<file path="config.mk">
export PLATFORM = sky130hd
export DESIGN_NAME = intermittent_drop_detector_core
export DESIGN_NICKNAME = d
export VERILOG_FILES = /design/src/hdl/idd_pkg.sv /design/src/hdl/idd_ram.sv /design/src/hdl/idd_mul.sv /design/src/hdl/intermittent_drop_detector_core.sv
export SDC_FILE = /design/constraint.sdc
export NUM_CORES = 1
export LEC_CHECK = 0
export BUFFER_PORTS_ARGS = -buffer_cell sky130_fd_sc_hd__buf_2
export CAP_MARGIN = 20
export CORE_MARGIN = 2
export CORE_UTILIZATION = 40
export CTS_CLUSTER_SIZE = 40
export DETAILED_ROUTE_END_ITERATION = 10
export GPL_ROUTABILITY_DRIVEN = 0
export GPL_TIMING_DRIVEN = 0
export HOLD_SLACK_MARGIN = 0.12
export PLACE_DENSITY = 0.58
export SYNTH_ARGS = -nofsm -noshare
export SYNTH_HDL_FRONTEND = slang
export SYNTH_SLANG_ARGS = --single-unit
</file>
<file path="constraint.sdc">
create_clock -name clock -period 12.2 [get_ports clock]
set_input_delay 2.44 -clock clock [delete_from_list [all_inputs] [get_ports clock]]
set_output_delay 2.44 -clock clock [all_outputs]
set_load 0.03 [all_outputs]
</file>
<file path="src/hdl/idd_pkg.sv">
// Shared types and constants of the intermittent drop detector.
package idd_pkg;

   // Configuration register indexes
   localparam logic [7:0] CSR_DROP_THRESHOLD     = 8'd0;
   localparam logic [7:0] CSR_AUTOCORR_THRESHOLD = 8'd1;
   localparam logic [7:0] CSR_MIN_LAG            = 8'd2;
   localparam logic [7:0] CSR_MAX_LAG            = 8'd3;

   // Register reset values
   localparam logic [15:0] DROP_THRESHOLD_RESET     = 16'd16384;
   localparam logic [15:0] AUTOCORR_THRESHOLD_RESET = 16'd128;
   localparam logic [5:0]  MIN_LAG_RESET            = 6'd1;
   localparam logic [5:0]  MAX_LAG_RESET            = 6'd8;

   // Decision causes
   localparam logic [2:0] CAUSE_TOO_SHORT   = 3'd0;
   localparam logic [2:0] CAUSE_FEW_DROPS   = 3'd1;
   localparam logic [2:0] CAUSE_NO_RECOVERY = 3'd2;
   localparam logic [2:0] CAUSE_EPISODES    = 3'd3;
   localparam logic [2:0] CAUSE_PERIODIC    = 3'd4;
   localparam logic [2:0] CAUSE_NONE        = 3'd5;

   // Autocorrelation gamma is Q8.8, so the sum side is scaled by 256
   localparam int GAMMA_FRAC_BITS = 8;

   typedef struct packed {
      logic [15:0] pdr_sample;
      logic        last_sample;
   } req_word_type;

   typedef struct packed {
      logic       intermittent_detected;
      logic [2:0] decision_cause;
      logic       window_overflow;
   } rsp_word_type;

   typedef enum logic [2:0] {
      ST_IDLE,
      ST_CHECK,
      ST_LAG,
      ST_SUM,
      ST_MUL1,
      ST_MUL2,
      ST_MUL3,
      ST_MUL4
   } state_type;

endpackage

</file>
<file path="src/hdl/idd_ram.sv">
// Generic RAM: one write port, two registered read ports.
module idd_ram #(
   parameter int WIDTH = 1,
   parameter int DEPTH = 64
) (
   input  logic                     clock,
   input  logic                     wr_en,
   input  logic [$clog2(DEPTH)-1:0] wr_addr,
   input  logic [WIDTH-1:0]         wr_data,
   input  logic [$clog2(DEPTH)-1:0] rd_addr_a,
   input  logic [$clog2(DEPTH)-1:0] rd_addr_b,
   output logic [WIDTH-1:0]         rd_data_a,
   output logic [WIDTH-1:0]         rd_data_b
);

   logic [WIDTH-1:0] mem_ff [DEPTH];

   always_ff @(posedge clock) begin
      if (wr_en) begin
         mem_ff[wr_addr] <= wr_data;
      end
      rd_data_a <= mem_ff[rd_addr_a];
      rd_data_b <= mem_ff[rd_addr_b];
   end

endmodule

</file>
<file path="src/hdl/idd_mul.sv">
// Shared unsigned multiplier with a registered product.
module idd_mul #(
   parameter int A_WIDTH = 23,
   parameter int B_WIDTH = 7
) (
   input  logic                       clock,
   input  logic [A_WIDTH-1:0]         op_a,
   input  logic [B_WIDTH-1:0]         op_b,
   output logic [A_WIDTH+B_WIDTH-1:0] product_ff
);

   logic [A_WIDTH+B_WIDTH-1:0] product_in;

   assign product_in = (A_WIDTH + B_WIDTH)'(op_a) * (A_WIDTH + B_WIDTH)'(op_b);

   always_ff @(posedge clock) begin
      product_ff <= product_in;
   end

endmodule

</file>
<file path="src/hdl/intermittent_drop_detector_core.sv">
// Top level of the intermittent drop detector: sample intake, sequencer, decision.
//
//   channel | ports                                   | handshake
//   --------+-----------------------------------------+--------------------------
//   request | start, busy, req_word                   | taken when start & !busy
//   result  | rsp_valid, rsp_word                     | one-cycle strobe, no stall
//   config  | csr_valid, csr_ready, csr_index, csr_wdata | taken when valid & ready
//
// A sample that is not the last of its window is taken in ST_IDLE; busy stays low.
// The last sample starts the decision: a check state, then for each lag L tried
// a setup state, pair reads of t = L to W-1 from the two-port drop-bit RAM and
// the states ST_MUL1 to ST_MUL4 on the shared multiplier. The result strobe comes at
// the end and busy drops with it.
// Reset is synchronous, active high; it restores the configuration registers and clears the window.
// The drop-bit RAM is not cleared: only entries of the current window are read.
module intermittent_drop_detector_core
   import idd_pkg::*;
#(
   parameter int WINDOW_MAX = 64
) (
   input  logic         clock,
   input  logic         reset,
   input  logic         start,
   output logic         busy,
   input  req_word_type req_word,
   input  logic         csr_valid,
   output logic         csr_ready,
   input  logic [7:0]   csr_index,
   input  logic [15:0]  csr_wdata,
   output logic         rsp_valid,
   output rsp_word_type rsp_word
);

   localparam int AW = $clog2(WINDOW_MAX);
   localparam int CW = $clog2(WINDOW_MAX + 1);
   localparam int NW = (CW > 7) ? CW : 7;
   localparam int MA = 16 + CW;
   localparam int PW = MA + CW;

   // Configuration registers
   logic [15:0] drop_threshold_ff;
   logic [15:0] autocorr_threshold_ff;
   logic [5:0]  min_lag_ff;
   logic [5:0]  max_lag_ff;

   // Window state
   logic [CW-1:0] sample_count_ff, sample_count_in;
   logic [CW-1:0] drop_count_ff, drop_count_in;
   logic [1:0]    episode_count_ff, episode_count_in;
   logic          previous_drop_ff, previous_drop_in;
   logic          overflow_seen_ff, overflow_seen_in;

   // Sequencer state
   state_type     state_ff, state_in;
   logic [6:0]    lag_ff, lag_in;
   logic [CW-1:0] t_ff, t_in;
   logic [CW-1:0] sum_ff, sum_in;
   logic          rd_vld_ff, rd_vld_in;
   logic [PW-1:0] rhs_ff, rhs_in;
   logic          rsp_valid_ff, rsp_valid_in;
   rsp_word_type  rsp_word_ff, rsp_word_in;

   // RAM and multiplier hookups
   logic          wr_en;
   logic          drop_bit;
   logic [AW-1:0] rd_addr_a, rd_addr_b;
   logic          rd_data_a, rd_data_b;
   logic [MA-1:0] mul_a;
   logic [CW-1:0] mul_b;
   logic [PW-1:0] product_ff;
   logic [PW-1:0] lhs;

   logic          accept;
   logic          has_room;
   logic [NW-1:0] w_n, lag_n, t_n, min_lag_n, max_lag_n, drops_n;
   logic [CW-1:0] terms;

   assign accept    = start && !busy;
   assign has_room  = sample_count_ff < CW'(WINDOW_MAX);
   assign drop_bit  = req_word.pdr_sample < drop_threshold_ff;
   assign wr_en     = accept && has_room;
   assign w_n       = NW'(sample_count_ff);
   assign drops_n   = NW'(drop_count_ff);
   assign lag_n     = NW'(lag_ff);
   assign t_n       = NW'(t_ff);
   assign min_lag_n = NW'(min_lag_ff);
   assign max_lag_n = NW'(max_lag_ff);
   assign terms     = CW'(w_n - lag_n);
   assign rd_addr_a = t_ff[AW-1:0];
   assign rd_addr_b = AW'(t_n - lag_n);
   assign lhs       = product_ff << GAMMA_FRAC_BITS;

   idd_ram #(
      .WIDTH(1),
      .DEPTH(WINDOW_MAX)
   ) u_drop_ram (
      .clock    (clock),
      .wr_en    (wr_en),
      .wr_addr  (sample_count_ff[AW-1:0]),
      .wr_data  (drop_bit),
      .rd_addr_a(rd_addr_a),
      .rd_addr_b(rd_addr_b),
      .rd_data_a(rd_data_a),
      .rd_data_b(rd_data_b)
   );

   idd_mul #(
      .A_WIDTH(MA),
      .B_WIDTH(CW)
   ) u_mul (
      .clock     (clock),
      .op_a      (mul_a),
      .op_b      (mul_b),
      .product_ff(product_ff)
   );

   // Configuration writes; only taken while idle by contract
   assign csr_ready = 1'b1;

   always_ff @(posedge clock) begin
      if (reset) begin
         drop_threshold_ff     <= DROP_THRESHOLD_RESET;
         autocorr_threshold_ff <= AUTOCORR_THRESHOLD_RESET;
         min_lag_ff            <= MIN_LAG_RESET;
         max_lag_ff            <= MAX_LAG_RESET;
      end else if (csr_valid && csr_ready) begin
         case (csr_index)
            CSR_DROP_THRESHOLD:     drop_threshold_ff     <= csr_wdata;
            CSR_AUTOCORR_THRESHOLD: autocorr_threshold_ff <= csr_wdata;
            CSR_MIN_LAG:            min_lag_ff            <= csr_wdata[5:0];
            CSR_MAX_LAG:            max_lag_ff            <= csr_wdata[5:0];
            default: ;
         endcase
      end
   end

   // State registers
   always_ff @(posedge clock) begin
      if (reset) begin
         state_ff         <= ST_IDLE;
         sample_count_ff  <= '0;
         drop_count_ff    <= '0;
         episode_count_ff <= '0;
         previous_drop_ff <= 1'b0;
         overflow_seen_ff <= 1'b0;
         rd_vld_ff        <= 1'b0;
         rsp_valid_ff     <= 1'b0;
      end else begin
         state_ff         <= state_in;
         sample_count_ff  <= sample_count_in;
         drop_count_ff    <= drop_count_in;
         episode_count_ff <= episode_count_in;
         previous_drop_ff <= previous_drop_in;
         overflow_seen_ff <= overflow_seen_in;
         rd_vld_ff        <= rd_vld_in;
         rsp_valid_ff     <= rsp_valid_in;
      end
   end

   // Datapath registers
   always_ff @(posedge clock) begin
      lag_ff      <= lag_in;
      t_ff        <= t_in;
      sum_ff      <= sum_in;
      rhs_ff      <= rhs_in;
      rsp_word_ff <= rsp_word_in;
   end

   // Next state, sample intake and lag sweep
   always_comb begin
      state_in         = state_ff;
      sample_count_in  = sample_count_ff;
      drop_count_in    = drop_count_ff;
      episode_count_in = episode_count_ff;
      previous_drop_in = previous_drop_ff;
      overflow_seen_in = overflow_seen_ff;
      lag_in           = lag_ff;
      t_in             = t_ff;
      sum_in           = sum_ff + CW'(rd_vld_ff & rd_data_a & rd_data_b);
      rd_vld_in        = 1'b0;
      rhs_in           = rhs_ff;
      rsp_valid_in     = 1'b0;
      rsp_word_in      = rsp_word_ff;
      mul_a            = MA'(autocorr_threshold_ff);
      mul_b            = terms;

      case (state_ff)
         ST_IDLE: begin
            if (accept) begin
               if (has_room) begin
                  sample_count_in  = sample_count_ff + 1'b1;
                  drop_count_in    = drop_count_ff + CW'(drop_bit);
                  previous_drop_in = drop_bit;
                  if (drop_bit && !previous_drop_ff && episode_count_ff != 2'd2) begin
                     episode_count_in = episode_count_ff + 1'b1;
                  end
               end else begin
                  overflow_seen_in = 1'b1;
               end
               if (req_word.last_sample) begin
                  state_in = ST_CHECK;
               end
            end
         end
         // Early-out tests on the window counters
         ST_CHECK: begin
            lag_in = {1'b0, min_lag_ff};
            rsp_word_in.decision_cause = CAUSE_NONE;
            if (w_n < min_lag_n + 1'b1) begin
               rsp_word_in.decision_cause = CAUSE_TOO_SHORT;
            end else if (drops_n < NW'(2)) begin
               rsp_word_in.decision_cause = CAUSE_FEW_DROPS;
            end else if (w_n == drops_n) begin
               rsp_word_in.decision_cause = CAUSE_NO_RECOVERY;
            end else if (episode_count_ff == 2'd2) begin
               rsp_word_in.decision_cause = CAUSE_EPISODES;
            end
            if (rsp_word_in.decision_cause == CAUSE_NONE) begin
               state_in = ST_LAG;
            end else begin
               state_in = ST_IDLE;
               rsp_valid_in = 1'b1;
            end
         end
         // Start one lag or finish the sweep
         ST_LAG: begin
            sum_in = '0;
            t_in   = CW'(lag_n);
            if (lag_n > max_lag_n || lag_n >= w_n) begin
               rsp_word_in.decision_cause = CAUSE_NONE;
               rsp_valid_in = 1'b1;
               state_in = ST_IDLE;
            end else begin
               state_in = ST_SUM;
            end
         end
         // Pair reads m[t] and m[t-lag]; data lands in the next cycle
         ST_SUM: begin
            if (t_n < w_n) begin
               rd_vld_in = 1'b1;
               t_in = t_ff + 1'b1;
            end else begin
               state_in = ST_MUL1;
            end
         end
         // gamma * terms
         ST_MUL1: begin
            state_in = ST_MUL2;
         end
         // (gamma * terms) * drops
         ST_MUL2: begin
            mul_a = product_ff[MA-1:0];
            mul_b = drop_count_ff;
            state_in = ST_MUL3;
         end
         // sum * W
         ST_MUL3: begin
            rhs_in = product_ff;
            mul_a = MA'(sum_ff);
            mul_b = sample_count_ff;
            state_in = ST_MUL4;
         end
         ST_MUL4: begin
            if (lhs > rhs_ff) begin
               rsp_word_in.decision_cause = CAUSE_PERIODIC;
               rsp_valid_in = 1'b1;
               state_in = ST_IDLE;
            end else begin
               lag_in = lag_ff + 1'b1;
               state_in = ST_LAG;
            end
         end
         default: begin
            state_in = ST_IDLE;
         end
      endcase

      // Report and clear the window together
      if (rsp_valid_in) begin
         rsp_word_in.intermittent_detected =
            (rsp_word_in.decision_cause == CAUSE_EPISODES) ||
            (rsp_word_in.decision_cause == CAUSE_PERIODIC);
         rsp_word_in.window_overflow = overflow_seen_ff;
         sample_count_in  = '0;
         drop_count_in    = '0;
         episode_count_in = '0;
         previous_drop_in = 1'b0;
         overflow_seen_in = 1'b0;
      end
   end

   assign busy      = state_ff != ST_IDLE;
   assign rsp_valid = rsp_valid_ff;
   assign rsp_word  = rsp_word_ff;

   // Checks
   a_rsp_single: assert property (@(posedge clock) disable iff (reset)
      rsp_valid |=> !rsp_valid)
      else $error("result strobe held over two cycles");

   a_detect_cause: assert property (@(posedge clock) disable iff (reset)
      rsp_valid && rsp_word.intermittent_detected |->
         (rsp_word.decision_cause == CAUSE_EPISODES ||
          rsp_word.decision_cause == CAUSE_PERIODIC))
      else $error("detection flag disagrees with cause");

   a_count_bound: assert property (@(posedge clock) disable iff (reset)
      sample_count_ff <= CW'(WINDOW_MAX) && drop_count_ff <= sample_count_ff)
      else $error("window counters out of range");

   a_rsp_after_busy: assert property (@(posedge clock) disable iff (reset)
      rsp_valid |-> $past(busy))
      else $error("result without a decision pass");

   a_sum_bound: assert property (@(posedge clock) disable iff (reset)
      state_ff == ST_MUL1 |-> sum_ff <= terms)
      else $error("pair sum exceeds term count");

endmodule
</file>
Word level (Yosys, flattened, before mapping)
Memory sizes are Yosys's and may differ from the RTL's. A register that Yosys moved wholly into a read port is not among the register bits.
Index checks and enable logic that the tools add are counted.
Storage, ports and cells
  register bits: 153
  bits in latches: 0
  bits in writable memories: 64
  memory bits (read-only): 0
  input port bits: 45
  logic and storage cells: 117
  memories kept: 1
Cells by class
  add/sub/neg operators: 9
  $mul: 1
  div/mod/pow operators: 0
  magnitude comparators: 8
  eq/ne operators: 21
  shifts and indexed selects: 0
  multiplexer cells: 28
  bitwise gates (word level): 4
  reductions and logical operators: 25
Memory list
  u_drop_ram.mem_ff: words 64, bits a word 1, read ports 2, clocked after Yosys merged registers in 2, wr ports 1, line idd_ram.sv:16  | logic [WIDTH-1:0] mem_ff [DEPTH];
Operator list (number)
  $pmux W23 S2: 1
  $pmux W7 S2: 3
  $gt A30 B30 Y1: 1
  $mul A23 B7 Y30: 1
  $mux W3: 10
  $pmux W3 S8: 1
  $add A7 B1 Y7 const B: 3
  $eq A3 B3 Y1 const B: 6
  $eq A8 B2 Y1 const B: 2
  $lt A16 B16 Y1: 1
  $add A7 B1 Y7: 2
  $lt A7 B7 Y1: 2
  $mux W7: 2
  $ne A2 B2 Y1 const B: 6
  $reduce_and A2 Y1: 6
  $eq A3 B2 Y1 const B: 3
  $pmux W3 S3: 1
  $reduce_and A3 Y1: 3
  $eq A8 B1 Y1 const B: 1
  $logic_not A8 Y1: 1
  $add A6 B1 Y7 const B: 1
  $eq A7 B7 Y1: 1
  $ge A7 B7 Y1: 1
  $gt A7 B6 Y1: 1
  other kinds (20): 36

Logic depth before layout (Yosys ltp)
Gate-level depths: netlist of the first run.
  depth in word-level cells: 10
  depth in mapped cells: 32
  mapped depth without buffers: 30

Hierarchy
A second synthesis of the first run with hierarchy kept.
Second synthesis, totals
  cells, all modules: 1657
  area total of the unflattened synthesis: 16534.6 µm²
By module, submodules not included
  intermittent_drop_detector_core: instances 1, cells each 757, area each 7253.2 µm²
  idd_mul: instances 1, cells each 645, area each 5710.5 µm²
  idd_ram: instances 1, cells each 255, area each 3570.9 µm²

Worst setup path after synthesis of the first run
Ideal clock, no wire load.
  path type: register -> register
  start point: register sample_count_ff[0]
  end point: register u_mul.product_ff[28]
  arrival: 6858 ps
  data required time: 12128 ps
  slack: 5270 ps
  cell stages (with the launch flop): 33
  buffers on the path: 2
  period minus slack after synthesis: 6930 ps
  cell sequence: dfxtp_1 > clkbuf_1 > inv_1 > ha_1 > inv_1 > fa_1 > nand2_1 > nand2_1 > a21oi_1 > o21bai_1 > a21oi_1 > xnor2_1 > a21oi_1 > clkbuf_1 > nor2_1 > fa_1 > inv_1 > fa_1 > inv_1 > fa_1 > inv_1 > fa_1 > inv_1 > ha_1 > a21oi_1 > o21ai_1 > a21oi_1 > o21ai_0 > o21a_1 > o41a_1 > a41o_1 > o41ai_2 > xnor2_1
Between the ends
  longest elaborated chain between the ends: 3
Ends and longest elaborated chain
  start, declared: line intermittent_drop_detector_core.sv:47  | logic [CW-1:0] sample_count_ff, sample_count_in;
  start signal, assigned: line intermittent_drop_detector_core.sv:150  | sample_count_ff <= sample_count_in;
  $sub A7 B7 Y7: line intermittent_drop_detector_core.sv:88  | assign terms = CW'(w_n - lag_n);
  $pmux W7 S2 (*): line intermittent_drop_detector_core.sv:187  | case (state_ff)
  $mul A23 B7 Y30 (*): line idd_mul.sv:14  | assign product_in = (A_WIDTH + B_WIDTH)'(op_a) * (A_WIDTH + B_WIDTH)'(op_b);
  net u_mul.product_in[28]: line idd_mul.sv:12  | logic [A_WIDTH+B_WIDTH-1:0] product_in;
  end signal, assigned: line idd_mul.sv:17  | product_ff <= product_in;
  end, declared: line idd_mul.sv:9  | output logic [A_WIDTH+B_WIDTH-1:0] product_ff
The timed path passes the listed nets; every way through them passes the cells marked *.
A chain may end at the register's enable or synchronous reset.

Final worst setup path of the first run
  start point: register sample_count_ff[0]
  end point: register u_mul.product_ff[25]
Same word-level chain as after synthesis.

==> metrics.txt, run 1 <==
# TYPE chip_impl_metric gauge
chip_impl_metric{name="post-place-cells",unit=""} 2194
chip_impl_metric{name="cp_data_arrival_time",unit="ns"} 9.15
chip_impl_info{name="outcome",value="complete, no violations"} 1
chip_impl_metric{name="fin_hold_ws",unit="ns"} 0.403
chip_impl_metric{name="worst_skew_pair.late_latency",unit="ns"} 0.55
chip_impl_info{name="worst_setup_path_start_kind",value="flip-flop"} 1
chip_impl_metric{name="diodes",unit=""} 0
chip_impl_metric{name="max-cap-violations",unit=""} 0
chip_impl_metric{name="max_clock_freq",unit="MHz"} 115
chip_impl_metric{name="crit_path_max_fanout",unit=""} 10
chip_impl_metric{name="powerDensity",unit="nW/µm²"} 98.0
chip_impl_metric{name="floorplan.die.width",unit="µm"} 205
chip_impl_info{name="cell_at_the_root_of_the_clock_tree",value="clkbuf_16"} 1
chip_impl_metric{name="final-setup-viol-count",unit=""} 0
chip_impl_metric{name="drt_iter0_markers",unit=""} 806
chip_impl_metric{name="cts_inserted_buffers",unit=""} 27
chip_impl_metric{name="yosysWarnings",unit=""} 0
chip_impl_metric{name="post_route_cells_drive_above_1_share",unit=""} 0.113
chip_impl_metric{name="route.detailed.wl_per_inst",unit="µm"} 18.4
chip_impl_metric{name="final-max-slew-violation-count",unit=""} 0
chip_impl_metric{name="multi_input_comb_area",unit="µm²"} 9550
chip_impl_metric{name="ctsLongestPathBuffers",unit=""} 3
chip_impl_metric{name="cts-hold-fix-buffers",unit=""} 0
chip_impl_info{name="yosys-top-cells-area",value="edfxtp_1 21%, dfxtp_1 14%, fa_1 13%"} 1
chip_impl_metric{name="critical-path-max-stage-delay",unit="ns"} 0.89
chip_impl_metric{name="floorplan.die.height",unit="µm"} 205
chip_impl_metric{name="syn2layout_area_growth",unit="%"} 11.7
chip_impl_metric{name="grt_antenna_before_repair",unit=""} 0
chip_impl_info{name="ys.flop_type",value="edfxtp_1"} 1
chip_impl_metric{name="mappedNetlistNets",unit=""} 1888
chip_impl_metric{name="drt_pass1_iterations",unit=""} 5
chip_impl_metric{name="clkSinkCount",unit=""} 219
chip_impl_metric{name="p_leak",unit="nW"} 8.00
chip_impl_metric{name="cts-htree-levels",unit=""} 1
chip_impl_info{name="critical_path.slowest_cell",value="a21oi_1"} 1
chip_impl_metric{name="pin_count",unit=""} 53
chip_impl_info{name="worstHoldPathType",value="flip-flop to flip-flop"} 1
chip_impl_metric{name="setup_ws",unit="ns"} 3.47
chip_impl_metric{name="synthArstFlopShare",unit=""} 0
chip_impl_metric{name="report.power.total",unit="mW"} 1.76
chip_impl_info{name="grt_setup_unrepaired",value="false"} 1
chip_impl_metric{name="clk_pin_slew",unit="ns"} 0.06
chip_impl_info{name="tritoncts",value="yes"} 1
chip_impl_metric{name="fillCellCount",unit=""} 3870
chip_impl_metric{name="drt_drc_violations_left",unit=""} 0
chip_impl_info{name="post-synth-top-area-cell",value="edfxtp_1"} 1
chip_impl_metric{name="preCtsSetupSlack",unit="ns"} 3.36
chip_impl_metric{name="synth_largest_type_area_fraction",unit=""} 0.205
chip_impl_metric{name="worst-slew-pin-transition",unit="ns"} 1.26
chip_impl_metric{name="slew_headroom",unit=""} 0.159
chip_impl_metric{name="via_per_inst",unit=""} 5.32
chip_impl_metric{name="post_cts_buffers",unit=""} 0
chip_impl_metric{name="core_footprint",unit="µm²"} 39700
chip_impl_metric{name="syn_avg_cell_area",unit="µm²"} 9.97
chip_impl_metric{name="synth_enable_flop_cells",unit=""} 110
chip_impl_metric{name="row_count",unit=""} 73
chip_impl_metric{name="timing.clock.skew",unit="ns"} 0.0114
chip_impl_metric{name="grt_max_degree",unit=""} 49
chip_impl_info{name="worstSetupEndpointType",value="flip-flop"} 1
chip_impl_metric{name="finish.cell_count_without_fillers",unit=""} 2246
chip_impl_metric{name="global_route.usage.total",unit=""} 0.206
chip_impl_metric{name="synth-seq-cells",unit=""} 219
chip_impl_metric{name="finalCritPeriodShare",unit=""} 0.716
chip_impl_metric{name="hold_violations",unit=""} 0
chip_impl_metric{name="required",unit="ns"} 12.62
chip_impl_metric{name="seq_total_area_yosys",unit=""} 0.341
chip_impl_metric{name="buffer_ports.inserted",unit=""} 51
chip_impl_metric{name="die-area",unit="µm²"} 41800
chip_impl_info{name="path_class",value="flip-flop to flip-flop"} 1
chip_impl_metric{name="post_detail_place_hpwl",unit="mm"} 32.1
chip_impl_metric{name="vias",unit=""} 12000
chip_impl_metric{name="synth_area",unit="µm²"} 16100
chip_impl_metric{name="grt-ovfl-total",unit=""} 0
chip_impl_metric{name="antenna_violation_net_count_after_detailed_routing",unit=""} 0
chip_impl_metric{name="starting_utilization_of_the_core_area",unit=""} 0.405
chip_impl_metric{name="finalSetupTns",unit="ns"} 0
chip_impl_metric{name="detail_route.wirelength",unit="mm"} 41.3
chip_impl_metric{name="layout.area.seq",unit="µm²"} 5490
chip_impl_metric{name="netlist-cell-type-count",unit=""} 76
chip_impl_metric{name="postCtsResizedCells",unit=""} 0
chip_impl_metric{name="final_period_minus_worst_setup_slack",unit="ns"} 8.73
chip_impl_metric{name="irDropWorstVdd",unit="µV"} 99.6
chip_impl_metric{name="syn-instance-count",unit=""} 1613
chip_impl_metric{name="vias_in_the_first_global_route",unit=""} 12300
chip_impl_metric{name="nets",unit=""} 1975
chip_impl_metric{name="grt_pass1_wl",unit="mm"} 67.2
path summary, 6_finish.rpt:
path,startpoint,to,slack [ns],cells after the start
setup / recovery,sample_count_ff[0],u_mul.product_ff[25],3.47,29
hold reg to reg,u_mul.product_ff[25],rhs_ff[25],0.40,0
setup reg to reg,sample_count_ff[0],u_mul.product_ff[25],3.47,29
hold / removal,u_mul.product_ff[25],rhs_ff[25],0.40,0
per-layer routing:
layer,wire [µm],up-vias,track usage
met5,0,-,0
met4,1170,0,0.0665
met3,3110,64,0.0463
met2,19100,338,0.338
met1,18000,5878,0.271
li1,-,5679,-
cells by family (layout without fill, tap and decap cells):
group | Yosys count | after routing | synth area share
and+or+nand+nor | 510 | 510 | 0.144
buffers and inverters | 271 | 379 | 0.0657
adders and majority gates | 230 | 230 | 0.228
AOI/OAI and AO/OA | 227 | 227 | 0.0979
DFF | 219 | 219 | 0.341
muxes | 85 | 85 | 0.0850
xor gates and xnor gates | 70 | 70 | 0.0381
other | 1 | 1 | 0.000233
final cells by class:
cell class,instances,area share
buffer,60,0.0148
multi-input combinational,1123,0.531
timing repair buffer,58,0.0183
inverter,211,0.0441
tap,525,0.0366
clock inverter,16,0.00717
clock buffer,34,0.0425
sequential,219,0.305
critical path: cells and delay by family (launching register included):
| family | cells | cell delay (ns) |
|---|---|---|
| buf+inv | 6 | 1.15 |
| compound gates | 10 | 3.27 |
| simple gates | 4 | 0.47 |
| fa+ha+maj | 7 | 3.05 |
| xor+xnor | 2 | 0.28 |
| flops | 1 | 0.35 |
state kept, by name, summed over array words and instances (netlist names), 16 cells and up:
register	cells
u_drop_ram.mem_ff	64
rhs_ff	30
drop_threshold_ff	16
autocorr_threshold_ff	16
u_mul.product_ff	30
Yosys cell counts, types with 17 or more instances:
cell	instances
edfxtp_1	110
xor2_1	30
ha_1	124
dfxtp_1	109
nand3_1	51
nor2_1	240
xnor2_1	40
a21o_1	31
mux4_2	41
nor3_1	17
a22o_1	17
o21ai_0	32
clkbuf_1	45
inv_1	210
a21oi_1	64
fa_1	106
nand2_1	115
mux2i_1	42
report_power, final:
part | internal [mW] | switching [mW] | total, mW
Sequential | 0.783 | 0.0128 | 0.795
Combinational | 0.0587 | 0.111 | 0.170
Clock | 0.467 | 0.329 | 0.796
Total | 1.31 | 0.453 | 1.76
cell usage in the layout, fill, tap and decap left out, drive strengths merged, types with 65 or more instances in the layout:
| cell type | n |
|---|---|
| ha | 124 |
| fa | 106 |
| a21oi | 65 |
| nor2 | 250 |
| nand2 | 116 |
| dfxtp | 109 |
| edfxtp | 110 |
| clkbuf | 79 |
| inv | 213 |
| buf | 73 |
per-stage QoR:
stage	util	cell area, µm²
floorplan	-	16100
global placement	0.428	17000
detailed placement	0.430	17100
CTS	0.452	18000
global route	0.452	18000
finish	0.452	18000
Power figures use the tool's default switching activity.
==> run 2: changes to the inputs <==
==> constraint.sdc (replaced) <==
create_clock -name clock -period 8.8 [get_ports clock]
set_input_delay 1.76 -clock clock [delete_from_list [all_inputs] [get_ports clock]]
set_output_delay 1.76 -clock clock [all_outputs]
set_load 0.03 [all_outputs]
==> run 2 against run 1 <==
Maximum frequency increased by 5.8%. Worst setup slack got worse by 2.9 ns. Routed wire length grew 0.16%. Sequential power rose by 38%. Sequential share of layout area barely moved. Register-to-register slack worse by 2.9 ns. Clock power rose by 38%. Worst hold slack barely moved. Power rose by 39%. Count of clock-buffer cells in the layout stayed put. Critical endpoint unchanged.
==> metrics.txt, run 2 (synthesized netlist as in run 1, its figures left out) <==
# TYPE chip_impl_metric gauge
chip_impl_info{name="outcome",value="complete, no violations"} 1
chip_impl_metric{name="timing.clock.skew",unit="ns"} 0.0132
chip_impl_metric{name="grt_antenna_before_repair",unit=""} 0
chip_impl_metric{name="die-area",unit="µm²"} 41800
chip_impl_metric{name="drt_iter0_markers",unit=""} 809
chip_impl_metric{name="powerDensity",unit="nW/µm²"} 136
chip_impl_metric{name="grt_max_degree",unit=""} 49
chip_impl_metric{name="irDropWorstVdd",unit="µV"} 139
chip_impl_metric{name="clk_pin_slew",unit="ns"} 0.06
chip_impl_metric{name="grt_pass1_wl",unit="mm"} 67.2
chip_impl_metric{name="post_detail_place_hpwl",unit="mm"} 32.1
chip_impl_metric{name="layout.area.seq",unit="µm²"} 5490
chip_impl_metric{name="final_core_utilization",unit=""} 0.453
chip_impl_metric{name="slew_headroom",unit=""} 0.191
chip_impl_info{name="worstHoldPathType",value="flip-flop to flip-flop"} 1
chip_impl_metric{name="vias_in_the_first_global_route",unit=""} 12300
chip_impl_info{name="path_class",value="flip-flop to flip-flop"} 1
chip_impl_metric{name="pin_count",unit=""} 53
chip_impl_metric{name="core_footprint",unit="µm²"} 39700
chip_impl_metric{name="floorplan.die.height",unit="µm"} 205
chip_impl_metric{name="diodes",unit=""} 0
chip_impl_metric{name="max-cap-violations",unit=""} 0
chip_impl_info{name="worst_setup_path_start_kind",value="flip-flop"} 1
chip_impl_info{name="critical_path.slowest_cell",value="clkbuf_1"} 1
chip_impl_metric{name="multi_input_comb_area",unit="µm²"} 9580
chip_impl_metric{name="vias",unit=""} 12000
chip_impl_metric{name="route.detailed.wl_per_inst",unit="µm"} 18.4
chip_impl_info{name="tritoncts",value="yes"} 1
chip_impl_metric{name="final_period_minus_worst_setup_slack",unit="ns"} 8.25
chip_impl_metric{name="placed_cell_area",unit="µm²"} 17100
chip_impl_metric{name="worst-slew-pin-transition",unit="ns"} 1.21
chip_impl_info{name="cell_at_the_root_of_the_clock_tree",value="clkbuf_16"} 1
chip_impl_metric{name="drt_pass1_iterations",unit=""} 5
chip_impl_metric{name="routed-wl-met2",unit="mm"} 19.1
chip_impl_metric{name="global_route.usage.total",unit=""} 0.207
chip_impl_metric{name="antenna_violation_net_count_after_detailed_routing",unit=""} 0
chip_impl_info{name="worstSetupEndpointType",value="flip-flop"} 1
chip_impl_metric{name="drt_drc_violations_left",unit=""} 0
chip_impl_metric{name="finalCritPeriodShare",unit=""} 0.938
chip_impl_info{name="biggest_regs",value="u_drop_ram.mem_ff: 64 flops, rhs_ff: 30 flops, u_mul.product_ff: 30 flops"} 1
chip_impl_metric{name="largest_register_ff_count",unit=""} 64
chip_impl_metric{name="hold_violations",unit=""} 0
chip_impl_metric{name="grt-ovfl-total",unit=""} 0
chip_impl_metric{name="buffer_ports.inserted",unit=""} 51
chip_impl_metric{name="starting_utilization_of_the_core_area",unit=""} 0.405
chip_impl_info{name="layout.cells.most_common_list",value="240 x nor2_1, 210 x inv_1, 124 x ha_1"} 1
chip_impl_metric{name="syn2layout_area_growth",unit="%"} 11.9
chip_impl_metric{name="fillCellCount",unit=""} 3867
chip_impl_metric{name="critical-path-max-stage-delay",unit="ns"} 0.58
chip_impl_info{name="most_common_cell_after_layout_fill_and_taps_aside",value="nor2_1"} 1
chip_impl_info{name="critical_path.most_common_cell",value="fa_1"} 1
chip_impl_metric{name="via_per_inst",unit=""} 5.33
chip_impl_metric{name="final-setup-viol-count",unit=""} 0
chip_impl_metric{name="crit_path_max_fanout",unit=""} 10
chip_impl_metric{name="clkSinkCount",unit=""} 219
chip_impl_metric{name="final-max-slew-violation-count",unit=""} 0
chip_impl_metric{name="max_clock_freq",unit="MHz"} 121
chip_impl_metric{name="row_count",unit=""} 73
chip_impl_info{name="top_layer_reached_by_signal_wires",value="met4"} 1
chip_impl_metric{name="ctsLongestPathBuffers",unit=""} 3
chip_impl_metric{name="post_route_cells_drive_above_1_share",unit=""} 0.113
chip_impl_metric{name="cts_inserted_buffers",unit=""} 27
chip_impl_metric{name="cts-htree-levels",unit=""} 1
chip_impl_metric{name="finalInstanceArea",unit="µm²"} 18000
chip_impl_info{name="grt_setup_unrepaired",value="false"} 1
chip_impl_metric{name="worst_skew_pair.late_latency",unit="ns"} 0.55
chip_impl_metric{name="nets",unit=""} 1974
chip_impl_metric{name="floorplan.die.width",unit="µm"} 205
chip_impl_metric{name="wl_met1",unit="mm"} 18.1
chip_impl_metric{name="cp_data_arrival_time",unit="ns"} 8.67
chip_impl_metric{name="p_leak",unit="nW"} 8.00
chip_impl_metric{name="routed-wl-met3",unit="mm"} 3.07
chip_impl_metric{name="required",unit="ns"} 9.22
chip_impl_metric{name="report.power.total",unit="mW"} 2.44
chip_impl_info{name="regMostFlops",value="u_drop_ram.mem_ff"} 1
chip_impl_metric{name="detail_route.wirelength",unit="mm"} 41.4
==> run 2: path summary, 6_finish.rpt <==
check | start | endpoint | slack (ns) | cells past startpoint
max | sample_count_ff[0] | u_mul.product_ff[25] | 0.55 | 28
min | u_mul.product_ff[25] | rhs_ff[25] | 0.40 | 0
max reg2reg | sample_count_ff[0] | u_mul.product_ff[25] | 0.55 | 28
min reg2reg | u_mul.product_ff[25] | rhs_ff[25] | 0.40 | 0
==> run 2: worst max-delay path: cells and delay by family, from the launching register on <==
kind / cells / cell delay [ns]
fa+ha+maj: 7 / 2.81
buf+inv: 6 / 1.40
simple gates: 5 / 0.59
flops: 1 / 0.40
xor+xnor: 2 / 0.42
compound gates: 8 / 2.48
==> run 2: layout make-up <==
class	instances	share of cell area
multi-input cells	1123	0.532
flip-flops and latches	219	0.305
inverters	211	0.0440
clock buffers	34	0.0424
well taps	525	0.0365
repair buffers	57	0.0180
plain buffers	60	0.0147
clock inverters	16	0.00716
==> run 2: repair_timing <==
item | 4_1_cts | 5_1_grt
endpoints found under the setup margin | 3 | 6
gates resized for setup | 1 | 3
hold endpoints to repair | 0 | 0
cloned | 0 | 0
hold buffers | 0 | 0
setup buffers | 0 | 0
==> run 2: where the power goes <==
group          internal [mW]  total (mW)  switching [mW]
logic                 0.0818       0.237           0.155
clock network          0.647        1.10           0.457
registers               1.09        1.10          0.0177
total                   1.81        2.44           0.629
==> run 2: metrics by stage <==
step                      setup slack (ns)  setup TNS, ns  hold WS [ns]  cells
after global routing                 0.112              0         0.407   2245
after CTS                            0.126              0         0.403   2244
after global placement              0.0420              0         0.389   2189
after detailed placement           -0.0392        -0.0640         0.389   2194
after floorplan                       1.87              0         0.386   1613
final                                0.550              0         0.403   2245
==> run 2: routing by layer <==
layer | GRT usage | vias up
met2 | 0.339 | 345
li1 | - | 5684
met4 | 0.0665 | 0
met1 | 0.271 | 5881
met5 | 0 | -
met3 | 0.0463 | 60
